$ cat src/hw/rtl/glu_pkg.sv
// ----------------------------------------------------------------------------
// glu_pkg
// Shared constants, result codes and controller/datapath bundles.
// ----------------------------------------------------------------------------
package glu_pkg;

  // Field widths of the stream items.
  localparam int FieldWidth    = 32;
  localparam int AnsWidth      = 63;
  localparam int InDataWidth   = 2 * FieldWidth;
  localparam int OutDataWidth  = ((AnsWidth + 7) / 8) * 8;

  // Operand bits actually used (low bits of each field, two's complement).
  localparam int OperandWidth  = 32;
  localparam int ProdWidth     = 2 * OperandWidth;
  localparam int CntWidth      = $clog2(OperandWidth);

  typedef enum logic [1:0] {
    RES_GCD,
    RES_LCM,
    RES_ERR,
    RES_ZERO
  } res_sel_e;

  typedef struct packed {
    logic     load;
    logic     div_start;
    logic     div_lcm;
    logic     div_step;
    logic     swap;
    logic     mul;
    logic     res_load;
    res_sel_e res_sel;
  } glu_cmd_t;

  typedef struct packed {
    logic y_zero;
    logic g_zero;
    logic div_last;
    logic lcm;
    logic neg;
  } glu_sts_t;

endpackage

$ cat src/hw/rtl/glu_dpath.sv
// ----------------------------------------------------------------------------
// glu_dpath
// Operand magnitudes, bit-serial divider, multiplier and result register.
// ----------------------------------------------------------------------------
module glu_dpath import glu_pkg::*; (
  input  logic                  clk_i,
  input  logic                  rst_ni,
  input  logic                  action_i,
  input  logic [FieldWidth-1:0] operand_a_i,
  input  logic [FieldWidth-1:0] operand_b_i,
  input  glu_cmd_t              cmd_i,
  output glu_sts_t              sts_o,
  output logic [AnsWidth-1:0]   answer_o,
  output logic                  negative_error_o
);

  logic [OperandWidth-1:0] a_op, b_op, a_mag, b_mag;
  logic                    a_sign, b_sign;

  // Euclid registers: magnitudes plus the sign each value carries.
  logic [OperandWidth-1:0] x_q, y_q, amag_q, bmag_q;
  logic                    sx_q, sy_q, lcm_q, neg_q;

  // Restoring divider.
  logic [OperandWidth-1:0] rem_q, rem_d, quo_q, quo_d, dvs_q;
  logic [OperandWidth:0]   trial, diff;
  logic                    fits;
  logic [CntWidth-1:0]     cnt_q;

  logic [ProdWidth-1:0]          prod_q, prod_d;
  logic [ProdWidth+AnsWidth-1:0] prod_ext;
  logic [OperandWidth:0]         g_ext, g_neg, g_val;
  logic [AnsWidth-1:0]           res_val, answer_q;
  logic                          res_err, err_q;

  always_comb begin
    a_op   = operand_a_i[OperandWidth-1:0];
    b_op   = operand_b_i[OperandWidth-1:0];
    a_sign = a_op[OperandWidth-1];
    b_sign = b_op[OperandWidth-1];
    a_mag  = a_sign ? (~a_op + 1'b1) : a_op;
    b_mag  = b_sign ? (~b_op + 1'b1) : b_op;
  end

  always_comb begin
    trial = {rem_q, quo_q[OperandWidth-1]};
    diff  = trial - {1'b0, dvs_q};
    fits  = (trial >= {1'b0, dvs_q});
    rem_d = fits ? diff[OperandWidth-1:0] : trial[OperandWidth-1:0];
    quo_d = {quo_q[OperandWidth-2:0], fits};
  end

  assign prod_d = quo_q * bmag_q;

  always_comb begin
    g_ext    = {1'b0, x_q};
    g_neg    = -g_ext;
    g_val    = sx_q ? g_neg : g_ext;
    prod_ext = {{AnsWidth{1'b0}}, prod_q};
    res_err  = 1'b0;
    case (cmd_i.res_sel)
      RES_GCD:  res_val = AnsWidth'($signed(g_val));
      RES_LCM:  res_val = prod_ext[AnsWidth-1:0];
      RES_ERR: begin
        res_val = '1;
        res_err = 1'b1;
      end
      default:  res_val = '0;
    endcase
  end

  always_ff @(posedge clk_i) begin
    if (cmd_i.load) begin
      x_q    <= a_mag;
      y_q    <= b_mag;
      sx_q   <= a_sign;
      sy_q   <= b_sign;
      amag_q <= a_mag;
      bmag_q <= b_mag;
      lcm_q  <= action_i;
      neg_q  <= a_sign | b_sign;
    end
    // The remainder takes the sign of the dividend, so the signs swap too.
    if (cmd_i.swap) begin
      x_q  <= y_q;
      y_q  <= rem_q;
      sx_q <= sy_q;
      sy_q <= sx_q;
    end
    if (cmd_i.div_start) begin
      rem_q <= '0;
      quo_q <= cmd_i.div_lcm ? amag_q : x_q;
      dvs_q <= cmd_i.div_lcm ? x_q : y_q;
    end else if (cmd_i.div_step) begin
      rem_q <= rem_d;
      quo_q <= quo_d;
    end
    if (cmd_i.mul) begin
      prod_q <= prod_d;
    end
    if (cmd_i.res_load) begin
      answer_q <= res_val;
      err_q    <= res_err;
    end
  end

  always_ff @(posedge clk_i or negedge rst_ni) begin
    if (!rst_ni) begin
      cnt_q <= '0;
    end else if (cmd_i.div_start) begin
      cnt_q <= '0;
    end else if (cmd_i.div_step) begin
      cnt_q <= cnt_q + 1'b1;
    end
  end

  always_comb begin
    sts_o.y_zero   = (y_q == '0);
    sts_o.g_zero   = (x_q == '0);
    sts_o.div_last = (cnt_q == CntWidth'(OperandWidth - 1));
    sts_o.lcm      = lcm_q;
    sts_o.neg      = neg_q;
  end

  assign answer_o         = answer_q;
  assign negative_error_o = err_q;

endmodule

$ cat src/hw/rtl/glu_ctrl.sv
// ----------------------------------------------------------------------------
// glu_ctrl
// Sequencer for Euclid steps, the lcm divide and multiply, and result hand-off.
// ----------------------------------------------------------------------------
module glu_ctrl import glu_pkg::*; (
  input  logic     clk_i,
  input  logic     rst_ni,
  input  logic     s_valid_i,
  output logic     s_ready_o,
  output logic     m_valid_o,
  input  logic     m_ready_i,
  input  glu_sts_t sts_i,
  output glu_cmd_t cmd_o
);

  typedef enum logic [6:0] {
    S_IDLE = 7'b0000001,
    S_EVAL = 7'b0000010,
    S_GDIV = 7'b0000100,
    S_SWAP = 7'b0001000,
    S_LDIV = 7'b0010000,
    S_MUL  = 7'b0100000,
    S_DONE = 7'b1000000
  } state_e;

  state_e   state_q, state_d;
  res_sel_e sel_q, sel_d;
  logic     out_valid_q, out_valid_d;

  always_comb begin
    state_d     = state_q;
    sel_d       = sel_q;
    out_valid_d = out_valid_q;
    s_ready_o   = 1'b0;
    cmd_o       = '0;
    cmd_o.res_sel = sel_q;

    if (out_valid_q && m_ready_i) begin
      out_valid_d = 1'b0;
    end

    unique case (state_q)
      S_IDLE: begin
        s_ready_o = 1'b1;
        if (s_valid_i) begin
          cmd_o.load = 1'b1;
          state_d    = S_EVAL;
        end
      end
      S_EVAL: begin
        if (sts_i.lcm && sts_i.neg) begin
          sel_d   = RES_ERR;
          state_d = S_DONE;
        end else if (sts_i.y_zero) begin
          if (!sts_i.lcm) begin
            sel_d   = RES_GCD;
            state_d = S_DONE;
          end else if (sts_i.g_zero) begin
            sel_d   = RES_ZERO;
            state_d = S_DONE;
          end else begin
            cmd_o.div_start = 1'b1;
            cmd_o.div_lcm   = 1'b1;
            state_d         = S_LDIV;
          end
        end else begin
          cmd_o.div_start = 1'b1;
          state_d         = S_GDIV;
        end
      end
      S_GDIV: begin
        cmd_o.div_step = 1'b1;
        if (sts_i.div_last) begin
          state_d = S_SWAP;
        end
      end
      S_SWAP: begin
        cmd_o.swap = 1'b1;
        state_d    = S_EVAL;
      end
      S_LDIV: begin
        cmd_o.div_step = 1'b1;
        if (sts_i.div_last) begin
          state_d = S_MUL;
        end
      end
      S_MUL: begin
        cmd_o.mul = 1'b1;
        sel_d     = RES_LCM;
        state_d   = S_DONE;
      end
      S_DONE: begin
        // Wait for the output register to free up.
        if (!out_valid_q || m_ready_i) begin
          cmd_o.res_load = 1'b1;
          out_valid_d    = 1'b1;
          state_d        = S_IDLE;
        end
      end
      default: state_d = S_IDLE;
    endcase
  end

  always_ff @(posedge clk_i or negedge rst_ni) begin
    if (!rst_ni) begin
      state_q     <= S_IDLE;
      sel_q       <= RES_ZERO;
      out_valid_q <= 1'b0;
    end else begin
      state_q     <= state_d;
      sel_q       <= sel_d;
      out_valid_q <= out_valid_d;
    end
  end

  assign m_valid_o = out_valid_q;

endmodule

$ cat src/hw/rtl/gcd_lcm_unit.sv
// Flow: each accepted beat is loaded, then tested; each remainder step is a
// bit-serial divide, a swap and a test. For lcm a bit-serial divide by the gcd
// and one multiply follow.
// Throughput: one item at a time; a new beat is taken while a result waits.
// Reset: asynchronous, active low; clears the sequencer and output valid.
// ----------------------------------------------------------------------------
// gcd_lcm_unit
// Signed gcd by Euclid (truncating remainder) and lcm of two operands.
// ----------------------------------------------------------------------------
module gcd_lcm_unit import glu_pkg::*; (
  input  logic                    clk_i,
  input  logic                    rst_ni,
  // Input beat
  input  logic                    s_axis_tvalid_i,
  output logic                    s_axis_tready_o,
  input  logic [InDataWidth-1:0]  s_axis_tdata_i,   // [31:0] operand_a, [63:32] operand_b
  input  logic                    s_axis_tuser_i,   // [0] action: 0 gcd, 1 lcm
  // Result beat
  output logic                    m_axis_tvalid_o,
  input  logic                    m_axis_tready_i,
  output logic [OutDataWidth-1:0] m_axis_tdata_o,   // [62:0] answer, [63] zero
  output logic                    m_axis_tuser_o    // [0] negative_error
);

  glu_cmd_t            cmd;
  glu_sts_t            sts;
  logic [AnsWidth-1:0] answer;
  logic                neg_err;

  // Sequencer: walks Euclid steps over the shared divider, then for lcm
  // divides the first operand by the gcd and multiplies by the second.
  glu_ctrl u_ctrl (
    .clk_i     (clk_i),
    .rst_ni    (rst_ni),
    .s_valid_i (s_axis_tvalid_i),
    .s_ready_o (s_axis_tready_o),
    .m_valid_o (m_axis_tvalid_o),
    .m_ready_i (m_axis_tready_i),
    .sts_i     (sts),
    .cmd_o     (cmd)
  );

  // Datapath works on magnitudes; the sign of the gcd follows the operand
  // that ends up last, since each remainder keeps its dividend's sign.
  glu_dpath u_dpath (
    .clk_i            (clk_i),
    .rst_ni           (rst_ni),
    .action_i         (s_axis_tuser_i),
    .operand_a_i      (s_axis_tdata_i[FieldWidth-1:0]),
    .operand_b_i      (s_axis_tdata_i[InDataWidth-1:FieldWidth]),
    .cmd_i            (cmd),
    .sts_o            (sts),
    .answer_o         (answer),
    .negative_error_o (neg_err)
  );

  // Pad the answer up to whole bytes.
  assign m_axis_tdata_o = {{(OutDataWidth - AnsWidth){1'b0}}, answer};
  assign m_axis_tuser_o = neg_err;

endmodule

$ cat config.mk
export PLATFORM = sky130hd
export DESIGN_NAME = gcd_lcm_unit
export DESIGN_NICKNAME = d
export VERILOG_FILES = /design/src/hw/rtl/glu_pkg.sv /design/src/hw/rtl/glu_dpath.sv /design/src/hw/rtl/glu_ctrl.sv /design/src/hw/rtl/gcd_lcm_unit.sv
export SDC_FILE = /design/constraint.sdc
export NUM_CORES = 2
export LEC_CHECK = 0
export ABC_AREA = 1
export ABC_CLOCK_PERIOD_IN_PS = 14400
export BUFFER_PORTS_ARGS = -buffer_cell sky130_fd_sc_hd__buf_2
export CORE_UTILIZATION = 40
export DETAILED_ROUTE_END_ITERATION = 10
export MAX_ROUTING_LAYER = met4
export PLACE_DENSITY = 0.53
export SYNTH_ARGS = -nofsm -noshare
export SYNTH_HDL_FRONTEND = slang
export SYNTH_HIERARCHICAL = 1
export SYNTH_SLANG_ARGS = --single-unit
$ cat constraint.sdc
create_clock -name clk_i -period 14.4 [get_ports clk_i]
set_input_delay 2.16 -clock clk_i [delete_from_list [all_inputs] [get_ports clk_i]]
set_output_delay 2.16 -clock clk_i [all_outputs]
set_load 0.01 [all_outputs]
==> impl_metrics.yaml <==
setup_path:
  cp-start-kind: "register"
  path_common_cell: "fa_1"
  endpoint_kind: "register"
  r2r_cells: 21
  path_class: "register to register"
  crit_path_max_incr_delay_ns: 0.79
  path_delay_family: "adder cells"
  crit_path_top_delay_cell: "edfxtp_1"
  crit_chain: "buf_4 > nand2_1 > fa_1 > fa_1 > inv_1 > fa_1 > fa_1 > fa_1 > fa_1 > fa_1 > inv_1 > fa_1 > inv_1 > ha_1 > a21oi_1 > o21ai_0 > a21oi_1 > nand3_1 > nand2_1 > nand2_1 > xor2_1"
  cp.depth: 21
  worstPathRequired_ns: 14.70
  worst-path-buf-inv: 4
  worstPathMaxFanout: 19
  cp.arrival_ns: 8.54
timing:
  period_needed_ns: 8.24
  fin_worst_skew_ns: 0.0312
  fin_setup_tns_ns: 0
  fin_crit_sh_pct: 57.2
  worst_slew_pin_slew_ns: 1.25
  maxSlewHeadroom_pct: 16.9
  finalMaxSlewViolations: 0
  hold_violations: 0
  fmax_mhz: 121
  setup_viol: 0
  rsz0062_at_grt: "no"
placement:
  numPortBuffers: 134
  gp_congestion: 0.972
  dp_hpwl_um: 150000
  post-place-cells: 8737
cells_and_area:
  final_cell_mix: "1942 x nand2_1, 1893 x inv_1, 896 x fa_1"
  nets: 8259
  final_cells: 8813
  drive_above_1_share_pct: 5.23
  final_common_cell: "nand2_1"
  syn_to_final_growth_pct: 6.86
grt:
  grt_util_met3_pct: 2.08
  grt.met2_usage_pct: 44.0
  busiest_layer: "met2"
  grt_pass1_vias: 46500
  grt_use_met1_pct: 40.7
  antenna_found_initial: 3
  overflow: 0
  grt_max_degree: 80
  grt_pass1_wl_um: 291000
  track_usage_pct: 28.3
floorplanning:
  die_w_um: 373
  die_h_um: 373
  dieArea_mm2: 0.139
  num_io_pins: 136
  core_area_mm2: 0.136
  row_count: 135
  start_util_pct: 40.5
logic_synthesis:
  yosys.area.top_type_share_pct: 32.5
  seq_area_frac_synth_pct: 19.4
  ys_warn_count: 6
  synth_edf_count: 323
  synthTopCellsByArea: "fa_1 33%, edfxtp_1 18%, nand2_1 13%, inv_1 13%, ha_1 6.7%"
  synth_cell_types: 56
  synth_area_mm2: 0.0552
  yosys_most_used_dff: "edfxtp_1"
  synth_area_leader_cell: "fa_1"
  synth_fp_nets: 8305
  synth.avg_cell_area_um2: 7.83
  yosys_register_bits: 370
  synthCells: 7046
  ys_async_sr_fraction_pct: 4.05
detailed_routing:
  wl_um: 188000
  viasPerCell: 5.07
  dr_total_vias: 44700
  initialDrtViolationCount: 3690
  ant_nets: 0
  drt_pre_antenna_iters: 6
  routedWlPerCell_um: 21.3
  remaining_drc_errors: 0
clock_network:
  clock_path_buffers: 3
  clk_pin_slew_ns: 0.06
  cts_buffers: 42
  cts_setup_buffers: 0
  clock-root-buffer: "clkbuf_16"
  ctsResizeCount: 0
  postCtsHoldBufs: 0
  insertion_delay_ns: 0.60
  cts_tree: "yes"
  clock_sinks: 370
  ctsHtreeMaxLevel: 2
job:
  drv_cap: 0
hold_path:
  whs_path_depth: 2
  hp-class: "register to register"
outcome:
  outcome: "finished clean"
[cell usage after synthesis (all sizes together) (12+ instances only)]
library cell	number
a21oi	146
a31oi	14
buf	21
clkbuf	291
dfrtp	12
dfxtp	32
edfxtp	323
fa	896
ha	294
inv	1895
nand2	1959
nand3	272
nand4	46
nor2	343
nor3	40
nor4	14
o21ai	274
o21bai	12
xnor2	32
xor2	85
[cell families after synthesis]
group	synth area share [%]
AO/OA/AOI/OAI	4.38
XOR/XNOR	1.86
adder cells (fa/ha/maj)	39.2
buffers and inverters	15.2
flip-flops	19.4
other	0.00680
AND/OR/NAND/NOR	20.0
[sequential cells by signal (all words and copies together) (netlist names)]
register / cells
u_dpath/answer_o: 63
u_dpath/prod_q: 63
u_dpath/amag_q: 32
u_dpath/bmag_q: 32
u_dpath/dvs_q: 32
u_dpath/quo_q: 32
u_dpath/rem_q: 32
u_dpath/x_q: 32
u_dpath/y_q: 32
u_ctrl/state_q: 7
u_dpath/cnt_q: 5
u_ctrl/sel_q: 2
u_ctrl/m_valid_o: 1
u_dpath/lcm_q: 1
u_dpath/neg_q: 1
u_dpath/negative_error_o: 1
u_dpath/sx_q: 1
u_dpath/sy_q: 1
[per-layer routing]
layer / wire, um / vias up
li1: - / 20500
met1: 89300 / 22500
met2: 84700 / 1421
met3: 9990 / 195
met4: 3840 / 0
met5: 0 / -
[cell type report]
cell class / instances / area (um^2)
Fill cell: 14000 / 77200
Multi-Input combinational cell: 4468 / 36100
Sequential cell: 370 / 10700
Inverter: 1896 / 7120
Tap cell: 1781 / 2230
Timing Repair Buffer: 222 / 1330
Clock buffer: 52 / 1090
Clock inverter: 23 / 345
Antenna cell: 1 / 2.50
[metrics by stage]
stage / util (%) / setup slack (ns) / hold slack (ns) / cell area (um^2)
after detailed placement: 42.3 / 6.38 / 0.465 / 57500
final: 43.3 / 6.16 / 0.479 / 59000
after floorplan: - / 5.89 / 0.449 / 55200
after CTS: 43.3 / 6.29 / 0.476 / 59000
after global placement: 42.3 / 6.17 / 0.459 / 57500
after global routing: 43.3 / 5.98 / 0.492 / 59000
[tightest hold or removal path, stage by stage (launching register included)]
cell,delay (ns)
dfxtp_1,0.32
nand2_1,0.07
nand2_1,0.05
[worst paths after layout]
check / endpoint / slack [ns] / startpoint
max: u_dpath/prod_q[34]$_DFFE_PP_ / 6.16 / u_dpath/quo_q[1]$_DFFE_PP_
min: u_dpath/rem_q[6]$_SDFFE_PP0P_ / 0.48 / u_dpath/rem_q[6]$_SDFFE_PP0P_
max reg2reg: u_dpath/prod_q[34]$_DFFE_PP_ / 6.16 / u_dpath/quo_q[1]$_DFFE_PP_
min reg2reg: u_dpath/rem_q[6]$_SDFFE_PP0P_ / 0.48 / u_dpath/rem_q[6]$_SDFFE_PP0P_
max in group asynchronous: u_ctrl/sel_q[0]$_DFFE_PN1P_ / 12.57 / rst_ni
min in group asynchronous: u_ctrl/m_valid_o$_DFF_PN0_ / 1.49 / rst_ni
Power is not shown: default switching activity piles up to over one toggle a cycle in this logic, so the estimate is an artifact.
